### config.mk
export PLATFORM = sky130hd
export DESIGN_NAME = pba_word_edit
export DESIGN_NICKNAME = d
export VERILOG_FILES = /design/src/sv/pba_pkg.sv /design/src/sv/pba_word_edit.sv
export SDC_FILE = /design/constraint.sdc
export NUM_CORES = 1
export LEC_CHECK = 0
export ABC_AREA = 1
export BUFFER_PORTS_ARGS = -buffer_cell sky130_fd_sc_hd__buf_2
export CORE_MARGIN = 2
export CORE_UTILIZATION = 34
export DETAILED_ROUTE_END_ITERATION = 8
export PLACE_DENSITY = 0.76
export SLEW_MARGIN = 20
export SYNTH_ARGS = -nofsm -noshare
export SYNTH_HDL_FRONTEND = slang
export SYNTH_SLANG_ARGS = --single-unit
export TNS_END_PERCENT = 30
### constraint.sdc
create_clock -name vclk -period 3.43
set_input_delay 0.686 -clock vclk [all_inputs]
set_output_delay 0.686 -clock vclk [all_outputs]
set_load 0.01 [all_outputs]
### src/sv/pba_pkg.sv
`timescale 1ns / 1ps
// ---------------------------------------------------------------------------
// Page bitmap allocator package
// Shared sizes, operation codes, controller states and the word edit bundle.
// ---------------------------------------------------------------------------
package pba_pkg;

   localparam int BITMAP_WORDS = 1024;
   localparam int WORD_BITS    = 32;
   localparam int BIT_W        = 5;
   localparam int WORD_AW      = $clog2(BITMAP_WORDS);
   localparam int TOTAL_PAGES  = BITMAP_WORDS * WORD_BITS;
   localparam int PAGE_SHIFT   = 12;
   localparam int LARGE_PAGES  = 512;

   localparam int OP_W      = 3;
   localparam int ADDR_W    = 27;
   localparam int SIZE_W    = 28;
   localparam int COUNT_W   = 16;
   localparam int COUNT_MAX = (TOTAL_PAGES > 65535) ? 65535 : TOTAL_PAGES;

   // page number taken from an address, page span taken from a size
   localparam int PAGE_IN_W = ADDR_W - PAGE_SHIFT;
   localparam int SPAN_W    = SIZE_W - PAGE_SHIFT + 1;
   localparam int PAGE_CW   = $clog2(TOTAL_PAGES + 1);
   // holds first page + span, and any page number up to TOTAL_PAGES
   localparam int END_W     = (PAGE_CW > SPAN_W) ? PAGE_CW + 1 : SPAN_W + 1;
   localparam int DELTA_W   = BIT_W + 1;

   localparam logic [WORD_BITS-1:0] FULL_WORD = '1;

   typedef enum logic [OP_W-1:0] {
      OP_ALLOC      = 3'd0,
      OP_FREE_PAGE  = 3'd1,
      OP_FREE_LARGE = 3'd2,
      OP_MARK_USED  = 3'd3,
      OP_MARK_FREE  = 3'd4
   } op_type;

   typedef enum logic [2:0] {
      ST_CLEAR,
      ST_IDLE,
      ST_SCAN,
      ST_RUN,
      ST_RESP
   } state_type;

   typedef struct packed {
      logic                 alloc;
      logic                 set;
      logic [WORD_BITS-1:0] mask;
   } edit_ctrl_type;

endpackage

### src/sv/pba_word_edit.sv
`timescale 1ns / 1ps
// ---------------------------------------------------------------------------
// Bitmap word edit
// Finds the lowest free bit of a word and forms the written-back word.
// ---------------------------------------------------------------------------
module pba_word_edit (
   input  pba_pkg::edit_ctrl_type          ctrl,
   input  logic [pba_pkg::WORD_BITS-1:0]   word_rd,
   output logic [pba_pkg::WORD_BITS-1:0]   word_wr,
   output logic                            word_full,
   output logic [pba_pkg::BIT_W-1:0]       first_free
);
   import pba_pkg::*;

   logic [WORD_BITS-1:0] alloc_bit;

   always_comb begin
      first_free = '0;
      for (int i = WORD_BITS - 1; i >= 0; i--) begin
         if (!word_rd[i]) begin
            first_free = BIT_W'(i);
         end
      end
   end

   assign word_full = (word_rd == FULL_WORD);
   assign alloc_bit = WORD_BITS'(1) << first_free;

   always_comb begin
      if (ctrl.alloc) begin
         word_wr = word_rd | alloc_bit;
      end else if (ctrl.set) begin
         word_wr = word_rd | ctrl.mask;
      end else begin
         word_wr = word_rd & ~ctrl.mask;
      end
   end

endmodule

==> Word-level counts from Yosys, hierarchy flattened <==
Cells that the tools add are included.
{ "totals": {"register_bits": 0, "inputBits": 66, "out_inout_bits": 38, "wordCells": 40} }
{ "classes": {"n_eq_ne": 1, "shifts": 1, "mux": 34, "bitwise": 4} }
{ "op_table": {"columns": ["operator", "count"], "rows": [
  ["$mux W5", 32],
  ["$mux W32", 2],
  ["$or A32 B32 Y32", 2],
  ["$and A32 B32 Y32", 1],
  ["$eq A32 B32 Y1 const B", 1],
  ["$not A32 Y32", 1],
  ["$shl A1 B5 Y32 const A", 1]
]} }

==> Logic depth before layout (Yosys ltp) <==
Gate-level depths: netlist of the first run.
{ "logic_depth": {"depth_word": 35, "depth_mapped": 37, "mapped_depth_nobuf": 37} }

==> Worst setup path before layout of the first run <==
Ideal clock, no wire load.
{ "synth_timing": {"kind": "in2out", "startpoint": "input port word_rd[31] (netlist name)", "endpoint": "output port word_wr[29] (netlist name)", "t_arrival_ns": 2.521, "required_time_ns": 2.744, "setup_slack_ns": 0.223, "stages": 37, "n_path_buf": 0, "cell_sequence": "inv_2 -> nand2_1 -> nand2_1 -> nand2_1 -> nand2_1 -> nand2_1 -> nand2_1 -> nand2_1 -> nand2_1 -> nand2_1 -> nand2_1 -> nand2_1 -> nand2_1 -> nand2_1 -> nand2_1 -> nand2_1 -> nand2_1 -> nand2_1 -> nand2_1 -> nand2_1 -> nand2_1 -> nand2_1 -> nand2_1 -> nand2_1 -> nand2_1 -> nand2_1 -> nand2_1 -> nand2_1 -> nand2_2 -> nand2_4 -> nand2_4 -> nand3_4 -> nor2_4 -> nand3_1 -> nand2_1 -> nand2_1 -> nand2_1"} }
{ "synth_via": {"elab_chain_len": 35} }
{ "synth_rtl": {"columns": ["element", "line_no", "rtl"], "rows": [
  ["start: declaration", "pba_word_edit.sv:8", "input logic [pba_pkg::WORD_BITS-1:0] word_rd,"],
  ["$mux W5 (32 in a row)", "pba_word_edit.sv:20", "if (!word_rd[i]) begin"],
  ["$shl A1 B5 Y32", "pba_word_edit.sv:27", "assign alloc_bit = WORD_BITS'(1) << first_free;"],
  ["$or A32 B32 Y32", "pba_word_edit.sv:31", "word_wr = word_rd | alloc_bit;"],
  ["$mux W32", "pba_word_edit.sv:30", "if (ctrl.alloc) begin"],
  ["end: declaration", "pba_word_edit.sv:9", "output logic [pba_pkg::WORD_BITS-1:0] word_wr,"]
]} }
No other way between the ends.

==> Worst setup path in the final report of the first run <==
{ "layout_timing": {"startpoint": "input port word_rd[31] (netlist name)", "endpoint": "output port word_wr[9] (netlist name)"} }
The elaborated chain is that of the path after synthesis.

==> results.md, run 1 <==
- The run finished, with violations left.
- The checks that failed: negative setup slack.
- The post-detailed-route count of antenna-violating nets is 0.
- Counting tap cells, the placed design contains a total of between 400 and 500 instances.
- The power dissipated by switching net loads is approximately 0.14 mW.
- The core region is 0.00426 mm².
- Final hold analysis gives a worst-case slack of about 1.7 ns.
- Entering global routing, the biggest net connects 40 pins.
- The weighted congestion reported at the end of routability-driven placement is 0.902.
- The number of hold-slack violations in the final timing report is 0.
- The worst setup path is captured at an output pin.
- The width of the chip is between 70 and 80 µm.
- The total of clock buffers placed in the layout is 0.
- The fmax is around 270 MHz.
- After global routing the overflow that remains totals 0.
- For the pin with the worst max-slew slack, the measured transition is about 0.78 ns.
- The remaining max-slew budget at the tightest pin is 0.479.
- The die is between 70 and 80 µm tall.
- The post-layout total power is around 0.26 mW.
- For this design the top-level I/O count stands at between 100 and 150.
- The via count is between 2,000 and 2,500.
- Setup repair after global routing could not meet its margin everywhere.
- For this run, the post-layout net count is around 500.
- Synthesis produced a netlist whose cell count is approximately 310.
- The synthesized net count is roughly 380.
- The startpoint type of the worst setup path is a primary input.
- For this design the static power due to leakage is 1.34 nW.
- In the finished design the tool counted flip-flops and latches totalling 0.
- The detailed-router iteration count before antenna repair is 4.
- The final count of pins violating max slew was 0.
- The total standard cell area after synthesis is ~0.0015 mm².
- The number of rows created at floorplan is 24.
- The share of total power dissipated in the clock network is 0.
- Once routing completed, OpenROAD measured the worst setup slack at -0.290 ns.
- Dividing the detail-routed wire length by the instance count gives approximately 12 µm.
- The type of the setup path with the least slack is in -> out.
- Dividing the detail-routed via count by the number of cells gives a little over 5.
- Of the total power, combinational logic draws 1.000.
- The cell occurring most often along the worst timing path is sky130_fd_sc_hd__nand2_1.
- The number of antenna violations at the first check in global routing is 0.
- The overall die area is slightly below 0.005 mm².
- The slowest cell on the critical path is sky130_fd_sc_hd__nor2_4.
- The delay of the slowest cell on the worst path is around 0.16 ns.
- The shortest period the worst path allows is approximately 3.7 ns.
- The mean instance size in the synthesized netlist is about 4.7 µm².
- At the worst endpoint, the arrival time is ~3.0 ns.
- The initial utilization of the core area, before any placement, comes to 0.348.
- For this run, design rule violations remaining after detail routing come to 0.
- The global-route wire length before repair is 9800 µm.
- The worst min-delay path class is in -> out.
- Along the worst path, the maximum fanout reaches 4.
- Once detailed placement completed, the half-perimeter wirelength came to roughly 4600 µm.
- The internal power summed over all cells is about 0.12 mW.
- Setup violations remaining at the end of the flow were counted as 31.
- The final worst-path cycle share is 1.08.
- After the first detailed-routing iteration, the DRC count stood at roughly 100.
- The sequential share of power is 0.
- The number of warnings issued by yosys is 0.
- Of the cells placed in the final design, the portion with a size suffix greater than 1 is 0.376.
- The port buffer count is 104.
- The number of antenna repair diodes is 0.
- The register area is 0 µm².
- Across the VDD grid, the largest voltage drop is 0.0820 mV.
- Dividing total power by cell area gives a power density of 112 mW/mm².
- From synthesis to final layout, the design area changed by 58.5%.
- Excluding fillers, the count of instances in the completed layout stands at between 400 and 500.
- For this run, the register share of the synthesized area comes to 0.
- Data on the critical path is required at its endpoint by between 2 and 3 ns.
- For this block, the routed nets add up to 5660 µm of wire.
- The tool flagged a number of max-cap violations equal to 0.
- The count of unique library cells instantiated by Yosys is 24.
- The via count of the first global-routing pass is roughly 2,200.
- The switching part of the total power is 0.550.
- The global-route usage over all layers is 0.231.
worst max-delay path, delay by kind of cell:
kind	cells	cell delay, ns
buffers and inverters	3	0.27
and+or+nand+nor	36	2.08
stage by stage:
step	area (µm²)	setup TNS [ns]	setup WS (ns)	utilization
detailed placement	2250	-8.17	-0.402	0.527
global route	2350	-16.51	-0.605	0.552
global placement	2250	-8.05	-0.426	0.527
CTS	2310	-7.38	-0.310	0.541
floorplan	1480	0	0.223	-
finish	2350	-6.78	-0.290	0.552
per-layer routing:
layer | global-route usage | vias up | share of wire
met2 | 0.428 | 76 | 0.48
met3 | 0.00722 | 4 | 0.054
met1 | 0.304 | 1102 | 0.45
met4 | 0.0342 | 0 | 0.0080
li1 | - | 1283 | -
met5 | 0 | - | 0
worst paths after layout:
kind / from / to / slack [ns] / depth (start not counted)
setup / recovery: word_rd[31] / word_wr[9] / -0.29 / 39
hold / removal: ctrl[0] / word_wr[0] / 1.70 / 3
cell usage after synthesis (all sizes together):
| cell type | count | share of area |
|---|---|---|
| a311oi | 1 | 0.0059 |
| a31oi | 1 | 0.0042 |
| buf | 7 | 0.024 |
| clkbuf | 6 | 0.015 |
| inv | 35 | 0.089 |
| nand2 | 153 | 0.40 |
| nand3 | 25 | 0.096 |
| nand4 | 8 | 0.046 |
| nor2 | 14 | 0.047 |
| nor3 | 4 | 0.013 |
| nor4 | 2 | 0.0084 |
| o211ai | 24 | 0.12 |
| o21ai | 25 | 0.084 |
| o21bai | 7 | 0.035 |
| o311ai | 1 | 0.0059 |
cells in the final DEF (no fill, tap or decap):
cell / n
sky130_fd_sc_hd__a311oi_1: 1
sky130_fd_sc_hd__a31oi_1: 1
sky130_fd_sc_hd__buf_12: 2
sky130_fd_sc_hd__buf_2: 101
sky130_fd_sc_hd__buf_4: 28
sky130_fd_sc_hd__buf_6: 2
sky130_fd_sc_hd__buf_8: 1
sky130_fd_sc_hd__clkinv_4: 1
sky130_fd_sc_hd__inv_1: 29
sky130_fd_sc_hd__inv_2: 5
sky130_fd_sc_hd__nand2_1: 147
sky130_fd_sc_hd__nand2_2: 3
sky130_fd_sc_hd__nand2_4: 3
sky130_fd_sc_hd__nand3_1: 16
sky130_fd_sc_hd__nand3_2: 7
sky130_fd_sc_hd__nand3_4: 2
sky130_fd_sc_hd__nand4_1: 5
sky130_fd_sc_hd__nand4_2: 3
sky130_fd_sc_hd__nor2_1: 9
sky130_fd_sc_hd__nor2_2: 1
sky130_fd_sc_hd__nor2_4: 4
sky130_fd_sc_hd__nor3_1: 4
sky130_fd_sc_hd__nor4_1: 2
sky130_fd_sc_hd__o211ai_1: 24
sky130_fd_sc_hd__o21ai_0: 9
sky130_fd_sc_hd__o21ai_1: 16
sky130_fd_sc_hd__o21bai_1: 7
sky130_fd_sc_hd__o311ai_1: 1
what timing repair did:
| action | CTS | global route |
|---|---|---|
| buffers inserted | 1 | 1 |
| pin swaps | 7 | 6 |
| resized for setup | 11 | 10 |
| setup endpoints to repair | 32 | 32 |
| hold buffers | 0 | 0 |
final cells by class:
class                      count  area, µm²
multi-input combinational    265       1360
timing repair buffer         134        793
fill                         446       1910
inverter                      35        136
tap                           52       65.1
logic make-up after synthesis:
kind of cell | synth area share
and+or+nand+nor | 0.616
AOI/OAI and AO/OA | 0.257
buffers and inverters | 0.127
power by group through the flow:
| stage | logic (mW) | registers, mW | clock network, mW |
|---|---|---|---|
| 6_report | 0.264 | 0 | 0 |
| 5_1_grt | 0.297 | 0 | 0 |
| 4_1_cts | 0.260 | 0 | 0 |
| 3_5_place_dp | 0.254 | 0 | 0 |
| 3_3_place_gp | 0.251 | 0 | 0 |
| 2_1_floorplan | 0.131 | 0 | 0 |
(Power assumes the default switching activity.)
==> run 2: changes to the inputs <==
PLACE_DENSITY = 0.79   (was 0.76)
clock period = 3 ns   (was 3.43 ns; I/O delays follow)
==> run 2 against run 1 <==
The run still ends with negative setup slack left. Utilization up 2.7 points. Non-clock buffer count up 8. Sequential cell count unchanged. Cell area up 4.8%. Final cell count up 1.6%. Worst setup slack worse by 0.28 ns. Die area unchanged. Critical path type unchanged. Largest cell class unchanged.
==> results.md, run 2 (synthesis results as in run 1) <==
- The post-detailed-route count of antenna-violating nets is 0 (unchanged).
- The final worst setup slack is -0.574 ns (-0.284 ns).
- The number of antenna repair diodes was 0 (unchanged).
- The type of destination of the critical path is an output pin.
- The total length of routed wires is 5920 µm (+4.8%).
- The area growth from synthesis to layout is 66.2%.
- The fmax is 280 MHz.
- The global-route wire length before repair came to 10,200 µm (+4.2%).
- The met1 track demand over resource in global routing is 0.311 (+0.00694).
- The via count of the first global-routing pass is 2,309 (+4.6%).
- The number of hold-slack violations in the final timing report is 0 (unchanged).
- The cell type group with the largest total delay on the critical path is simple AND/OR/NAND/NOR gates.
- The final reports fail on negative setup slack.
- Setup repair after global routing could not meet its margin everywhere.
- The weighted congestion reported at the end of routability-driven placement is 0.907 (+0.58%).
- The number of filler instances in the final layout was 453 (+1.6%).
- The largest fanout on the critical path is 2 (-2).
- The buffering stage count on the worst path with inverters included is 5 (+2).
- The run finished, with violations left.
- The DRC violation count after routing is 0 (unchanged).
- The worst min-delay path class is in -> out.
- The required time of the worst setup path came to 2.40 ns (-0.34 ns).
- The largest net degree at the start of global routing is 40 (unchanged).
- The leakage power is 1.38 nW (+2.3%).
- The commonest non-fill, non-tap cell in the layout is sky130_fd_sc_hd__nand2_1.
- The width of the chip is 70.1 µm (unchanged).
- The worst endpoint data arrival time was 2.97 ns (-0.06 ns).
- Leaving out fill and tap cells, the most frequent cells in the layout are sky130_fd_sc_hd__nand2_1 (137), sky130_fd_sc_hd__buf_2 (95), sky130_fd_sc_hd__buf_4 (37).
- The number of flip-flops and latches is 0 (unchanged).
- The smallest hold slack is 1.52 ns (-0.183 ns).
- The final core area utilization came to 0.578 (+0.0267).
- The global-route usage over all layers is 0.245 (+0.0131).
- The port buffer count is 104 (unchanged).
- The initial detailed-routing violation count is 105 (+0.96%).
- The net count reported at finish is 510 (+1.6%).
- The number of antenna violations at the first check in global routing is 0 (unchanged).
- The post-detailed-route via-to-cell ratio is 4.99 (-1.7%).
- The detailed-router iteration count before antenna repair is 4 (unchanged).
- The overall die area is 0.00491 mm² (unchanged).
- The starting density of the core is 0.348 (unchanged).
- The core footprint is 0.00426 mm² (unchanged).
- The fraction of met2 tracks used by global routing was 0.479 (+0.0519).
- The met3 track utilization from global routing is 0.00577 (-0.00144).
- The delay of the slowest cell on the worst path is 0.28 ns (+0.12 ns).
- The post-place setup slack is -0.750 ns (-0.348 ns).
- The count of cell instances traversed by the critical path is 25 (-36%).
- The final worst-path cycle share is 1.19.
- The remaining max-slew budget at the tightest pin is 0.460 (-0.0185).
- The via count is 2,463 (-0.081%).
- The half-perimeter wire length of the detailed placement result is 4700 µm (+1.9%).
- After global routing, the most crowded layer is met2.
- The number of rows created at floorplan was 24 (unchanged).
- The count of maximum capacitance violations is 0 (unchanged).
- The slowest cell on the critical path is sky130_fd_sc_hd__o311ai_1.
- The total power density per cell area is 130 mW/mm² (+16%).
- The worst setup path is of the in -> out kind.
- The transition at the pin with the smallest max-transition slack came to 0.809 ns (+0.0277 ns).
- The worst setup path is launched from a primary input.
- The total of clock buffers placed in the layout is 0 (unchanged).
- The total I/O pin count is 104 (unchanged).
- The routed wire length per instance is 12.0 µm (+3.1%).
- The die span in y is 70.1 µm (unchanged).
- The share of final-layout standard cells stronger than drive strength 1 is 0.407 (+0.0317).
- The final count of pins violating max slew is 0 (unchanged).
- The peak ir drop on the vdd network is 0.0849 mV (+3.6%).
- The final global-route overflow total is 0 (unchanged).
- The register area was 0 µm² (unchanged).
- The final setup violation count is 33 (+6.5%).
- The worst hold path cell count is 3 (unchanged).
- The shortest period the worst path allows is around 3.6 ns.
-- run 2: report_power, final --
part / switching, mW / internal (mW)
combinational: 0.171 / 0.148
sequential: 0 / 0
clock: 0 / 0
total: 0.171 / 0.148
-- run 2: worst paths after layout --
| path | start | end | slack, ns |
|---|---|---|---|
| setup / recovery | word_rd[31] | word_wr[31] | -0.57 |
| hold / removal | ctrl[0] | word_wr[0] | 1.52 |
-- run 2: final cells by class --
cell class | count | area [µm²] | area share
repair buffers | 142 | 883 | 0.358
well taps | 52 | 65.1 | 0.0264
multi-input cells | 265 | 1370 | 0.557
inverters | 35 | 144 | 0.0583
-- run 2: metal layers --
metal,part of all wire,wire [µm]
met5,0,0
met2,0.50,2950
met3,0.052,306
met4,0,0
met1,0.45,2670
-- run 2: what timing repair did --
| action | 4_1_cts | 5_1_grt |
|---|---|---|
| resized for setup | 19 | 6 |
| buffers inserted | 2 | 0 |
| hold buffers | 0 | 0 |
| pin swaps | 12 | 9 |
| endpoints found under the setup margin | 32 | 33 |
-- run 2: per-stage QoR --
| step | TNS [ns] | power [mW] | area (µm²) | cells |
|---|---|---|---|---|
| after floorplan | -0.155 | 0.154 | 1520 | 313 |
| after global placement | -17.50 | 0.295 | 2330 | 492 |
| after detailed placement | -18.32 | 0.300 | 2330 | 492 |
| after CTS | -16.40 | 0.318 | 2440 | 494 |
| after global routing | -28.60 | 0.359 | 2470 | 494 |
| final | -16.13 | 0.320 | 2470 | 494 |
